`config.mk`:
```
export PLATFORM = sky130hd
export DESIGN_NAME = tsp1t_ctrl
export DESIGN_NICKNAME = d
export VERILOG_FILES = /design/src/hw/rtl/tsp1t_pkg.sv /design/src/hw/rtl/tsp1t_ctrl.sv
export SDC_FILE = /design/constraint.sdc
export NUM_CORES = 1
export LEC_CHECK = 0
export ABC_AREA = 1
export BUFFER_PORTS_ARGS = -buffer_cell sky130_fd_sc_hd__buf_2
export CORE_AREA = 2 2 39 41
export DETAILED_ROUTE_END_ITERATION = 10
export DIE_AREA = 0 0 41 43
export PLACE_DENSITY = 0.72
export SETUP_SLACK_MARGIN = 0.15
export SYNTH_ARGS = -nofsm -noshare
export SYNTH_HDL_FRONTEND = slang
export SYNTH_SLANG_ARGS = --single-unit
```
`constraint.sdc`:
```
create_clock -name clk -period 3 [get_ports clk]
set_input_delay 0.15 -clock clk [delete_from_list [all_inputs] [get_ports clk]]
set_output_delay 0.15 -clock clk [all_outputs]
set_load 0.02 [all_outputs]
```
`src/hw/rtl/tsp1t_pkg.sv`:
```
// ----------------------------------------------------------------------------
// tsp1t_pkg: shared types and constants of the 1-tree lower bound block
// Holds default sizes, action codes, sweep kinds and the controller/datapath
// command and status records.
// ----------------------------------------------------------------------------
package tsp1t_pkg;

	localparam int MAX_NODES_DEF = 64;
	localparam int DIST_BITS_DEF = 16;

	localparam int ACTION_W   = 2;
	localparam int ROW_W      = 6;
	localparam int IN_DIST_W  = 16;
	localparam int CFG_W      = 7;
	localparam int BOUND_W    = 23;
	localparam int DONE_W     = 7;
	localparam int CFG_RESET  = 64;
	localparam int MIN_NODES  = 3;

	typedef enum logic [ACTION_W-1:0] {
		ACT_WRITE = 2'd0,
		ACT_CLEAR = 2'd1,
		ACT_STEP  = 2'd2,
		ACT_RUN   = 2'd3
	} action_t;

	typedef enum logic [1:0] {
		SWP_NEAR = 2'd0,
		SWP_INIT = 2'd1,
		SWP_UPD  = 2'd2
	} sweep_kind_t;

	typedef struct packed {
		logic        sweep_start;
		sweep_kind_t sweep_kind;
		logic        node_setup;
		logic        commit;
		logic        node_end;
		logic        bound_clear;
		logic        result_load;
		logic        dist_write;
	} cmd_t;

	typedef struct packed {
		logic sweep_done;
		logic tree_done;
		logic node_left;
		logic out_free;
	} status_t;

endpackage

```
`src/hw/rtl/tsp1t_ctrl.sv`:
```
// ----------------------------------------------------------------------------
// tsp1t_ctrl: controller of the 1-tree lower bound block
// Sequences the nearest-pair sweep, Prim sweeps and result hand-off.
// ----------------------------------------------------------------------------
module tsp1t_ctrl (
	input  logic                           clk,
	input  logic                           arst_n,
	input  logic                           in_valid,
	output logic                           in_ready,
	input  logic [tsp1t_pkg::ACTION_W-1:0] action,
	input  tsp1t_pkg::status_t             st,
	output tsp1t_pkg::cmd_t                cmd
);

	typedef enum logic [6:0] {
		ST_IDLE   = 7'b0000001,
		ST_NEAR   = 7'b0000010,
		ST_TREE   = 7'b0000100,
		ST_COMMIT = 7'b0001000,
		ST_CHECK  = 7'b0010000,
		ST_NEXT   = 7'b0100000,
		ST_RESULT = 7'b1000000
	} state_t;

	state_t state_q;
	state_t state_nxt;
	logic   run_all_q;
	logic   accept;

	assign in_ready = (state_q == ST_IDLE) && st.out_free;
	assign accept   = in_valid && in_ready;

	always_comb begin
		cmd            = '0;
		cmd.sweep_kind = tsp1t_pkg::SWP_NEAR;
		state_nxt      = state_q;
		case (state_q)
			ST_IDLE: begin
				if (accept) begin
					case (action)
						tsp1t_pkg::ACT_WRITE: begin
							cmd.dist_write = 1'b1;
						end
						tsp1t_pkg::ACT_CLEAR: begin
							cmd.bound_clear = 1'b1;
							state_nxt       = ST_RESULT;
						end
						default: begin
							if (st.node_left) begin
								cmd.node_setup  = 1'b1;
								cmd.sweep_start = 1'b1;
								state_nxt       = ST_NEAR;
							end else begin
								state_nxt = ST_RESULT;
							end
						end
					endcase
				end
			end
			ST_NEAR: begin
				if (st.sweep_done) begin
					cmd.sweep_start = 1'b1;
					cmd.sweep_kind  = tsp1t_pkg::SWP_INIT;
					state_nxt       = ST_TREE;
				end
			end
			ST_TREE: begin
				if (st.sweep_done) begin
					state_nxt = ST_COMMIT;
				end
			end
			ST_COMMIT: begin
				cmd.commit = 1'b1;
				state_nxt  = ST_CHECK;
			end
			ST_CHECK: begin
				if (st.tree_done) begin
					cmd.node_end = 1'b1;
					state_nxt    = ST_NEXT;
				end else begin
					cmd.sweep_start = 1'b1;
					cmd.sweep_kind  = tsp1t_pkg::SWP_UPD;
					state_nxt       = ST_TREE;
				end
			end
			ST_NEXT: begin
				if (run_all_q && st.node_left) begin
					cmd.node_setup  = 1'b1;
					cmd.sweep_start = 1'b1;
					state_nxt       = ST_NEAR;
				end else begin
					state_nxt = ST_RESULT;
				end
			end
			ST_RESULT: begin
				cmd.result_load = 1'b1;
				state_nxt       = ST_IDLE;
			end
			default: begin
				state_nxt = ST_IDLE;
			end
		endcase
	end

	always_ff @(posedge clk or negedge arst_n) begin
		if (!arst_n) begin
			state_q   <= ST_IDLE;
			run_all_q <= 1'b0;
		end else begin
			state_q <= state_nxt;
			if (accept) begin
				run_all_q <= (action == tsp1t_pkg::ACT_RUN);
			end
		end
	end

	a_onehot: assert property (@(posedge clk) disable iff (!arst_n)
		$onehot(state_q))
		else $error("controller state lost its one-hot code");

	a_result_to_idle: assert property (@(posedge clk) disable iff (!arst_n)
		cmd.result_load |=> state_q == ST_IDLE)
		else $error("result load did not return to idle");

	a_accept_idle: assert property (@(posedge clk) disable iff (!arst_n)
		accept |-> state_q == ST_IDLE)
		else $error("transfer taken while busy");

endmodule

```
==> flow_summary.yaml, run 1 <==
status:
  status: "complete, no violations"
yosys:
  synth_top_area_share_pct: 28.9
  syn-num-nets: 100
  synth-warning-count: 0
  synth.avg_cell_area_sq_um: 6.67
  synth_commonest_cells: "23 x nand2_1, 14 x inv_1, 12 x nor2_1"
  syn-cell-area_sq_um: 607
  ys_seq_elements: 8
  synth.most_common_cell: "nand2_1"
  postSynth.asyncResetShare_pct: 100
  yosysTopAreaCell: "dfrtp_1"
  synthTopCellsByArea: "dfrtp_1 29%, nand2_1 14%, inv_1 8.7%"
  synth_edf_count: 0
  synth_ff_type: "dfrtp_1"
  syn_inst: 91
  yosysSeqAreaShare_pct: 33.2
  synthDistinctLibCells: 18
hold_path:
  hold_path.class: "input port to flip-flop"
  min_delay_path_depth: 2
  min_to: "state_q[2]$_DFFE_PN0P_"
  hp-start: "st[3]"
die:
  ios: 19
  dieArea_sq_um: 1760
  die_x_um: 41
  fp.dieH_um: 43
  rows: 14
  start_util_pct: 43.9
  core_area_sq_um: 1380
detailed_routing:
  first_iter_violations: 9
  totalWireLength_mm: 1.25
  via_per_inst: 4.79
  drc: 0
  ant_nets: 0
  vias: 623
  first_pass_iters: 4
  routedWlPerCell_um: 9.61
finish:
  fillCellCount: 147
  syn_to_final_growth_pct: 24.1
  layout.cells.non_filler: 130
  layout.nets: 124
  n_antenna_cell: 0
  final_layout_size_suffix_gt1_share_pct: 35.1
cts:
  cts_sinks: 8
  post-cts-setup-buffers: 0
  numCtsBuffers: 3
  cts_tree: "built"
  cts-root-buf: "clkbuf_4"
  htree_levels: 1
  cts.reportedPaths.clkPinSlew_ns: 0.06
  clk_latency_ns: 0.26
  cts_buffer_depth: 2
run:
  drv_cap: 0
place:
  io_buffers: 18
  placed_cells: 125
  gp_routability_congestion: 0.789
  pre_cts_slack_ns: 1.45
  dp_hpwl_mm: 1.04
critical_path:
  path_class: "flip-flop to primary output"
  cp-end-kind: "primary output"
  reg2reg_to: "state_q[0]$_DFFE_PN1P_"
  cp-start-kind: "flip-flop"
  regToRegStartpoint: "state_q[0]$_DFFE_PN1P_"
  arrival_ns: 1.67
  r2r_setup_slack_ns: 1.66
  required_ns: 2.85
  crit_path_max_fanout: 7
  r2r_cells: 7
power:
  power_density_nw_per_um2: 665
  max-vdd-ir-drop_mv: 0.342
  sw_frac_of_total_pct: 46.1
  p_seq_share_pct: 30.8
  power.share.clock_pct: 18.7
  p_int_uw: 270
  p_leak_uw: 0.000446
  p_sw_uw: 231
  comb_power_share_pct: 50.6
timing:
  fin_crit_sh_pct: 60.6
  worst_slack_ns: 1.18
  holdWs_ns: 0.0909
  tightest_slew_ns: 0.206
  fmax_mhz: 550
  rsz0062_at_grt: "no"
  finalSetupViolCount: 0
  maxSlewViolCount: 0
  finalClockSkew_ns: 0.00432
  fin_setup_tns_ns: 0
  finalHoldViolations: 0
  min_period_ns: 1.82
  relSlewSlack_pct: 86.2
global_route:
  overflow: 0
  grt_pass1_wl_mm: 1.78
  antenna_found_initial: 0
  grt_max_degree: 9
  track_usage_pct: 15.6
  grt_pass1_vias: 457
-- layout make-up --
type | count | area, sq um | area share, %
clock buffers | 4 | 26.3 | 3.49
inverters | 19 | 71.3 | 9.47
multi-input cells | 64 | 334 | 44.4
flip-flops and latches | 8 | 201 | 26.7
well taps | 16 | 20.0 | 2.66
repair buffers | 19 | 100 | 13.3
-- through the flow --
step	total power (uW)	cell area (sq um)	utilization [%]
2_1_floorplan	353	607	-
3_3_place_gp	404	717	51.8
3_5_place_dp	408	717	51.8
4_1_cts	500	753	54.4
5_1_grt	531	753	54.4
6_report	501	753	54.4
-- placed cells by master (no fill, tap or decap), drive strengths merged --
master / count
dlygate4sd3: 1
nand3: 8
buf: 18
nor2: 17
nand2: 26
nor3: 5
clkbuf: 4
dfrtp: 7
nand4: 2
dfstp: 1
inv: 19
nor4: 1
o21ai: 5
-- routing by layer --
layer | GRT usage, % | vias to the layer above | share of wire (%) | wire [um]
met5 | 0 | - | 0 | 0
met4 | 14.0 | 0 | 3.0 | 38
met3 | 1.57 | 5 | 4.7 | 59
met2 | 21.6 | 18 | 45 | 567
met1 | 20.3 | 274 | 47 | 585
li1 | - | 326 | - | -
-- cell families (layout without fill, tap and decap cells) --
group                  after synthesis  count (layout)  synth area share, %
AO/OA/AOI/OAI                        5               5                 4.12
buffers and inverters               19              42                 11.8
AND/OR/NAND/NOR                     59              59                 50.9
flip-flops                           8               8                 33.2
-- state kept, by name, indices dropped and copies added (netlist names) --
register	cells
run_all_q	1
state_q	7
-- what timing repair did --
item                                   in CTS  in global routing
endpoints found under the hold margin       8                  0
resized for setup                           0                  0
hold buffers                                1                  0
-- critical path, stage by stage (launching register included) --
cell     delay (ns)
dfstp_2        0.54
inv_1          0.06
nor2_1         0.08
nand2_1        0.09
nor2_4         0.17
nand3_2        0.13
nor3_1         0.15
buf_2          0.19
-- power groups by stage --
| stage | logic (uW) | clock network (uW) | registers (uW) |
|---|---|---|---|
| floorplan | 202 | 0 | 151 |
| global placement | 250 | 0 | 154 |
| finish | 253 | 93.6 | 154 |
| global route | 278 | 97.1 | 156 |
| detailed placement | 253 | 0 | 155 |
| CTS | 255 | 91.4 | 153 |
-- how the worst max path moves through the flow --
stage | to | cells past startpoint | slack (ns) | from
detailed placement | cmd[2] | 7 | 1.45 | state_q[0]$_DFFE_PN1P_
global route | cmd[8] | 9 | 1.05 | state_q[0]$_DFFE_PN1P_
finish | cmd[2] | 7 | 1.18 | state_q[0]$_DFFE_PN1P_
floorplan | cmd[0] | 6 | 1.39 | state_q[0]$_DFFE_PN1P_
global placement | cmd[8] | 9 | 1.51 | state_q[0]$_DFFE_PN1P_
CTS | cmd[2] | 7 | 1.18 | state_q[0]$_DFFE_PN1P_
Note: power is estimated with default switching activity, not from simulation.
==> inputs of run 2 (changes only) <==
ABC_AREA = 0   (was 1)
CORE_AREA = unset   (was 2 2 39 41)
CORE_UTILIZATION = 42   (was unset)
DIE_AREA = unset   (was 0 0 41 43)
clock period = 1.6 ns   (was 3 ns; I/O delays follow)
==> run 2 against run 1 <==
The flow now finishes with violations (negative setup slack). Critical path depth down 1. Sequential power up 44%. Area after synthesis shrank 9.3%. Flip-flop and latch count stayed put. Setup slack worse by 1.5 ns. Utilization increased by 28 points. Non-clock buffer count up 15. Global-route usage grew 9.7 points. Critical endpoint is now cmd[8]. Largest cell class unchanged. Largest power group is now registers.
==> flow_summary.yaml, run 2 <==
yosys:
  synth-warning-count: 0
  synth_commonest_cells: "7 x dfrtp_1, 7 x nor2_1, 5 x nand2_1"
  syn-num-nets: 68
  synth_top_area_share_pct: 31.8
  synthDistinctLibCells: 26
  syn_inst: 59
  yosysSeqAreaShare_pct: 36.6
  synthTopCellsByArea: "dfrtp_1 32%, and4b_1 7.3%, dfstp_2 4.8%"
  syn-cell-area_sq_um: 551
  synth_ff_type: "dfrtp_1"
  synth_edf_count: 0
  synth.avg_cell_area_sq_um: 9.33
  yosysTopAreaCell: "dfrtp_1"
  ys_seq_elements: 8
  postSynth.asyncResetShare_pct: 100
timing:
  rsz0062_at_grt: "yes"
  finalHoldViolations: 0
  relSlewSlack_pct: 80.3
  fin_crit_sh_pct: 119
  fmax_mhz: 524
  min_period_ns: 1.91
  maxSlewViolCount: 0
  finalClockSkew_ns: 0.00974
  finalSetupViolCount: 7
  holdWs_ns: 0.0756
  worst_slack_ns: -0.309
  tightest_slew_ns: 0.293
cts:
  cts_buffer_depth: 2
  clk_latency_ns: 0.25
  cts_tree: "built"
  cts-root-buf: "clkbuf_4"
  cts.reportedPaths.clkPinSlew_ns: 0.06
  numCtsBuffers: 3
  htree_levels: 1
  cts_sinks: 8
finish:
  layout.nets: 106
  layout_common_cells: "12 x buf_6, 11 x buf_4, 10 x buf_2, 5 x dfrtp_1"
  final_layout_size_suffix_gt1_share_pct: 57.3
  top_register: "state_q"
  syn_to_final_growth_pct: 72.7
  n_antenna_cell: 0
  largest_registers: "state_q: 7 flops, run_all_q: 1 flops"
  largest_reg_flops: 7
  final_common_cell: "buf_6"
critical_path:
  cp_cell_sequence: "nor4_4 -> nand2b_4 -> buf_6 -> nor3b_4 -> or3_1 -> buf_6"
  crit_path_max_fanout: 3
  cp_slowest_cell: "dfrtp_1"
  cp_common_cell: "buf_6"
  cp-end-kind: "primary output"
  required_ns: 1.52
  arrival_ns: 1.83
  startpoint: "state_q[3]$_DFFE_PN0P_"
  cp-start-kind: "flip-flop"
  regToRegStartpoint: "state_q[3]$_DFFE_PN0P_"
  reg2reg_to: "state_q[1]$_DFFE_PN0P_"
  crit_path_end: "cmd[8]"
  r2r_cells: 6
  max_stage_delay_ns: 0.42
  r2r_setup_slack_ns: 0
  path_class: "flip-flop to primary output"
global_route:
  track_usage_pct: 25.3
  overflow: 0
  grt_pass1_vias: 607
  antenna_found_initial: 0
  grt_pass1_wl_mm: 2.50
  grt_max_degree: 9
detailed_routing:
  vias: 606
  route.met2.wl_um: 953
  met1Wirelength_um: 666
  first_pass_iters: 4
  top_layer_used: "met3"
  drc: 0
  first_iter_violations: 9
  routedWlPerCell_um: 15.3
  via_per_inst: 5.51
  totalWireLength_mm: 1.68
  dr_wl_met3_um: 62
  ant_nets: 0
power:
  max-vdd-ir-drop_mv: 0.362
  p_sw_uw: 137
  p_leak_uw: 0.000470
  power.share.clock_pct: 33.0
  finalPower_uw: 501
  sw_frac_of_total_pct: 27.4
  p_seq_share_pct: 44.1
  comb_power_share_pct: 22.9
  p_int_uw: 363
  power_density_nw_per_um2: 527
status:
  violations: "negative setup slack"
  status: "finished, violations left"
die:
  fp.dieH_um: 38.2
  rows: 12
  start_util_pct: 47.6
  die_x_um: 38.2
  core_area_sq_um: 1160
  ios: 19
  dieArea_sq_um: 1460
place:
  io_buffers: 18
  dp_hpwl_mm: 1.07
  gp_routability_congestion: 0.782
run:
  drv_cap: 0
hold_path:
  hold_path.class: "input port to flip-flop"
## run 2: kinds of logic after synthesis
logic type | Yosys count | share of synthesized area [%]
DFF | 8 | 36.6
buffers and inverters | 3 | 2.27
muxes | 1 | 1.82
AOI/OAI and AO/OA | 9 | 9.32
xor gates and xnor gates | 1 | 1.59
and+or+nand+nor | 37 | 48.4
## run 2: critical path: cells and delay by family (launching register included)
kind / cells / cell delay [ns]
flip-flops: 1 / 0.42
buffers and inverters: 2 / 0.25
AND/OR/NAND/NOR: 4 / 0.89
## run 2: layer usage
layer | track usage (%) | vias up
li1 | - | 295
met1 | 27.4 | 293
met2 | 47.9 | 18
met3 | 3.49 | 0
met4 | 10.7 | 0
met5 | 0 | -
## run 2: layout make-up
| type | count | area [sq um] |
|---|---|---|
| timing repair buffer | 34 | 278 |
| inverter | 2 | 7.51 |
| sequential | 8 | 204 |
| clock buffer | 4 | 26.3 |
| fill | 69 | 205 |
| tap | 14 | 17.5 |
| multi-input combinational | 48 | 418 |
## run 2: how the worst min path moves through the flow
stage | startpoint | endpoint | slack [ns] | depth (start not counted)
4_1_cts | st[3] | state_q[3]$_DFFE_PN0P_ | 0.07 | 3
3_5_place_dp | arst_n | run_all_q$_DFFE_PN0N_ | -0.07 | 1
3_3_place_gp | arst_n | run_all_q$_DFFE_PN0N_ | -0.08 | 1
6_report | st[3] | state_q[3]$_DFFE_PN0P_ | 0.08 | 3
5_1_grt | st[3] | state_q[3]$_DFFE_PN0P_ | 0.08 | 3
2_1_floorplan | arst_n | run_all_q$_DFFE_PN0N_ | -0.22 | 0
## run 2: timing repair
item | 4_1_cts | 5_1_grt
setup buffers | 4 | 2
hold buffers | 1 | 0
endpoints found under the setup margin | 11 | 13
pin swaps | 7 | 8
gates resized for setup | 21 | 15
hold endpoints to repair | 8 | 0
## run 2: power by group through the flow
stage	Clock (uW)	Sequential [uW]	Combinational [uW]
detailed placement	0	223	90.4
global route	182	222	124
floorplan	0	221	50.3
CTS	162	220	106
global placement	0	222	88.2
finish	166	221	114
## run 2: stage by stage
step,worst slack (ns),cells,TNS (ns),util (%),instance area (sq um)
after CTS,-0.260,108,-1.05,76.5,885
after detailed placement,-0.0742,99,-0.208,63.6,736
after floorplan,-0.159,59,-0.349,-,566
after global placement,0.00147,99,0,63.6,736
final,-0.309,110,-1.33,82.3,951
after global routing,-0.382,110,-2.11,82.3,951
==> inputs of run 3 (changes only) <==
CORE_UTILIZATION = 25   (was 42)
CTS_BUF_LIST = sky130_fd_sc_hd__clkbuf_4   (was unset)
PLACE_DENSITY = 0.47   (was 0.72)
==> run 3 against run 2 <==
The run still ends with negative setup slack left. Sequential power about the same. Die area increased by 64%. Largest cell class unchanged. Routed wire length is 0.71% lower. Critical endpoint is now cmd[0].
==> flow_summary.yaml, run 3 (synthesized netlist as in run 2, its figures left out) <==
status:
  violations: "negative setup slack"
  status: "finished, violations left"
cts:
  htree_levels: 1
  cts-root-buf: "clkbuf_4"
  cts_tree: "built"
  cts.reportedPaths.clkPinSlew_ns: 0.06
  numCtsBuffers: 3
  clk_latency_ns: 0.26
  cts_sinks: 8
  cts_buffer_depth: 2
critical_path:
  path_delay_family: "simple AND/OR/NAND/NOR gates"
  cp_slowest_cell: "dfrtp_2"
  cp-end-kind: "primary output"
  cp_cell_sequence: "nor4_4 -> nand2b_4 -> nor4b_4 -> and4bb_2 -> buf_6"
  max_stage_delay_ns: 0.42
  startpoint: "state_q[1]$_DFFE_PN0P_"
  crit_path_end: "cmd[0]"
  arrival_ns: 1.77
  reg2reg_to: "state_q[0]$_DFFE_PN1P_"
  cp-start-kind: "flip-flop"
  crit_path_max_fanout: 3
  path_class: "flip-flop to primary output"
  r2r_cells: 8
  r2r_setup_slack_ns: 0.03
  regToRegStartpoint: "state_q[3]$_DFFE_PN0P_"
  cp.depth: 5
  required_ns: 1.52
  crit_buf_inv: 1
detailed_routing:
  drc: 0
  via_per_inst: 4.76
  ant_nets: 0
  route.met2.wl_um: 870
  first_iter_violations: 24
  top_layer_used: "met4"
  first_pass_iters: 4
  dr_wl_met3_um: 90
  vias: 624
  totalWireLength_mm: 1.67
  met1Wirelength_um: 688
  routedWlPerCell_um: 12.7
power:
  finalPower_uw: 521
  max-vdd-ir-drop_mv: 0.254
  p_leak_uw: 0.000515
  power_density_nw_per_um2: 490
global_route:
  grt_pass1_vias: 599
  grt_max_degree: 9
  track_usage_pct: 15.1
  grt_pass1_wl_mm: 2.71
  antenna_found_initial: 0
  overflow: 0
timing:
  finalHoldViolations: 0
  finalSetupViolCount: 7
  min_period_ns: 1.85
  tightest_slew_ns: 0.286
  rsz0062_at_grt: "yes"
  fin_setup_tns_ns: -1.24
  finalClockSkew_ns: 0.00274
  holdWs_ns: 0.0673
  fmax_mhz: 542
  relSlewSlack_pct: 80.8
  maxSlewViolCount: 0
  fin_crit_sh_pct: 115
  worst_slack_ns: -0.246
finish:
  top_register: "state_q"
  n_antenna_cell: 0
  final_util_pct: 52.6
  layout_common_cells: "20 x buf_6, 13 x buf_4, 8 x buf_2, 6 x dfrtp_1"
  largest_reg_flops: 7
  largest_registers: "state_q: 7 flops, run_all_q: 1 flops"
  final_layout_size_suffix_gt1_share_pct: 63.5
  syn_to_final_growth_pct: 93.2
  final_common_cell: "buf_6"
  layout.nets: 114
die:
  die_x_um: 48.9
  fp.dieH_um: 48.9
  start_util_pct: 27.2
  core_area_sq_um: 2020
  ios: 19
  rows: 16
  dieArea_sq_um: 2390
place:
  gp_routability_congestion: 0.708
  io_buffers: 18
  pre_cts_slack_ns: -0.0511
hold_path:
  hold_path.class: "input port to flip-flop"
run:
  drv_cap: 0
run 3: changes by cell type in the layout (fill, tap and decap cells not counted), sizes merged:
cell | previous run | this run
buf | 33 | 41
run 3: how the worst min path moves through the flow:
stage | start | end | depth (start not counted)
after floorplan | arst_n | run_all_q$_DFFE_PN0N_ | 0
after global placement | arst_n | state_q[5]$_DFFE_PN0P_ | 1
after detailed placement | arst_n | state_q[5]$_DFFE_PN0P_ | 1
after CTS | st[3] | state_q[3]$_DFFE_PN0P_ | 3
after global routing | st[3] | state_q[3]$_DFFE_PN0P_ | 3
final | st[3] | state_q[3]$_DFFE_PN0P_ | 3
run 3: per-layer routing:
layer  GRT usage (%)  vias up
met4            5.88        0
met5               0        -
li1                -      308
met1            16.5      290
met3            2.18        3
met2            28.7       23
run 3: layout make-up:
type,count,area (sq um)
flip-flops and latches,8,203
repair buffers,42,373
inverters,2,7.51
multi-input cells,48,417
well taps,27,33.8
fillers,194,958
clock buffers,4,30.0
run 3: timing repair:
action / 4_1_cts / 5_1_grt
buffers inserted: 8 / 5
gates resized for setup: 26 / 19
hold buffers: 1 / 0
pin swaps: 7 / 6
setup endpoints to repair: 11 / 15
endpoints found under the hold margin: 8 / 0
run 3: power by group:
part / switching (uW) / leakage, uW / internal, uW
registers: 7.35 / 0.000105 / 212
clock network: 73.2 / 0.0000184 / 113
logic: 55.5 / 0.000392 / 60.5
total: 136 / 0.000515 / 385
run 3: through the flow:
step	std cells	cell area [sq um]
CTS	126	956
finish	131	1060
global placement	113	759
global route	131	1060
detailed placement	113	759
floorplan	59	566
run 3: tightest hold or removal path: cells and delay by family:
| family | cells | cell delay [ns] |
|---|---|---|
| buffers and inverters | 1 | 0.12 |
| AND/OR/NAND/NOR | 2 | 0.09 |
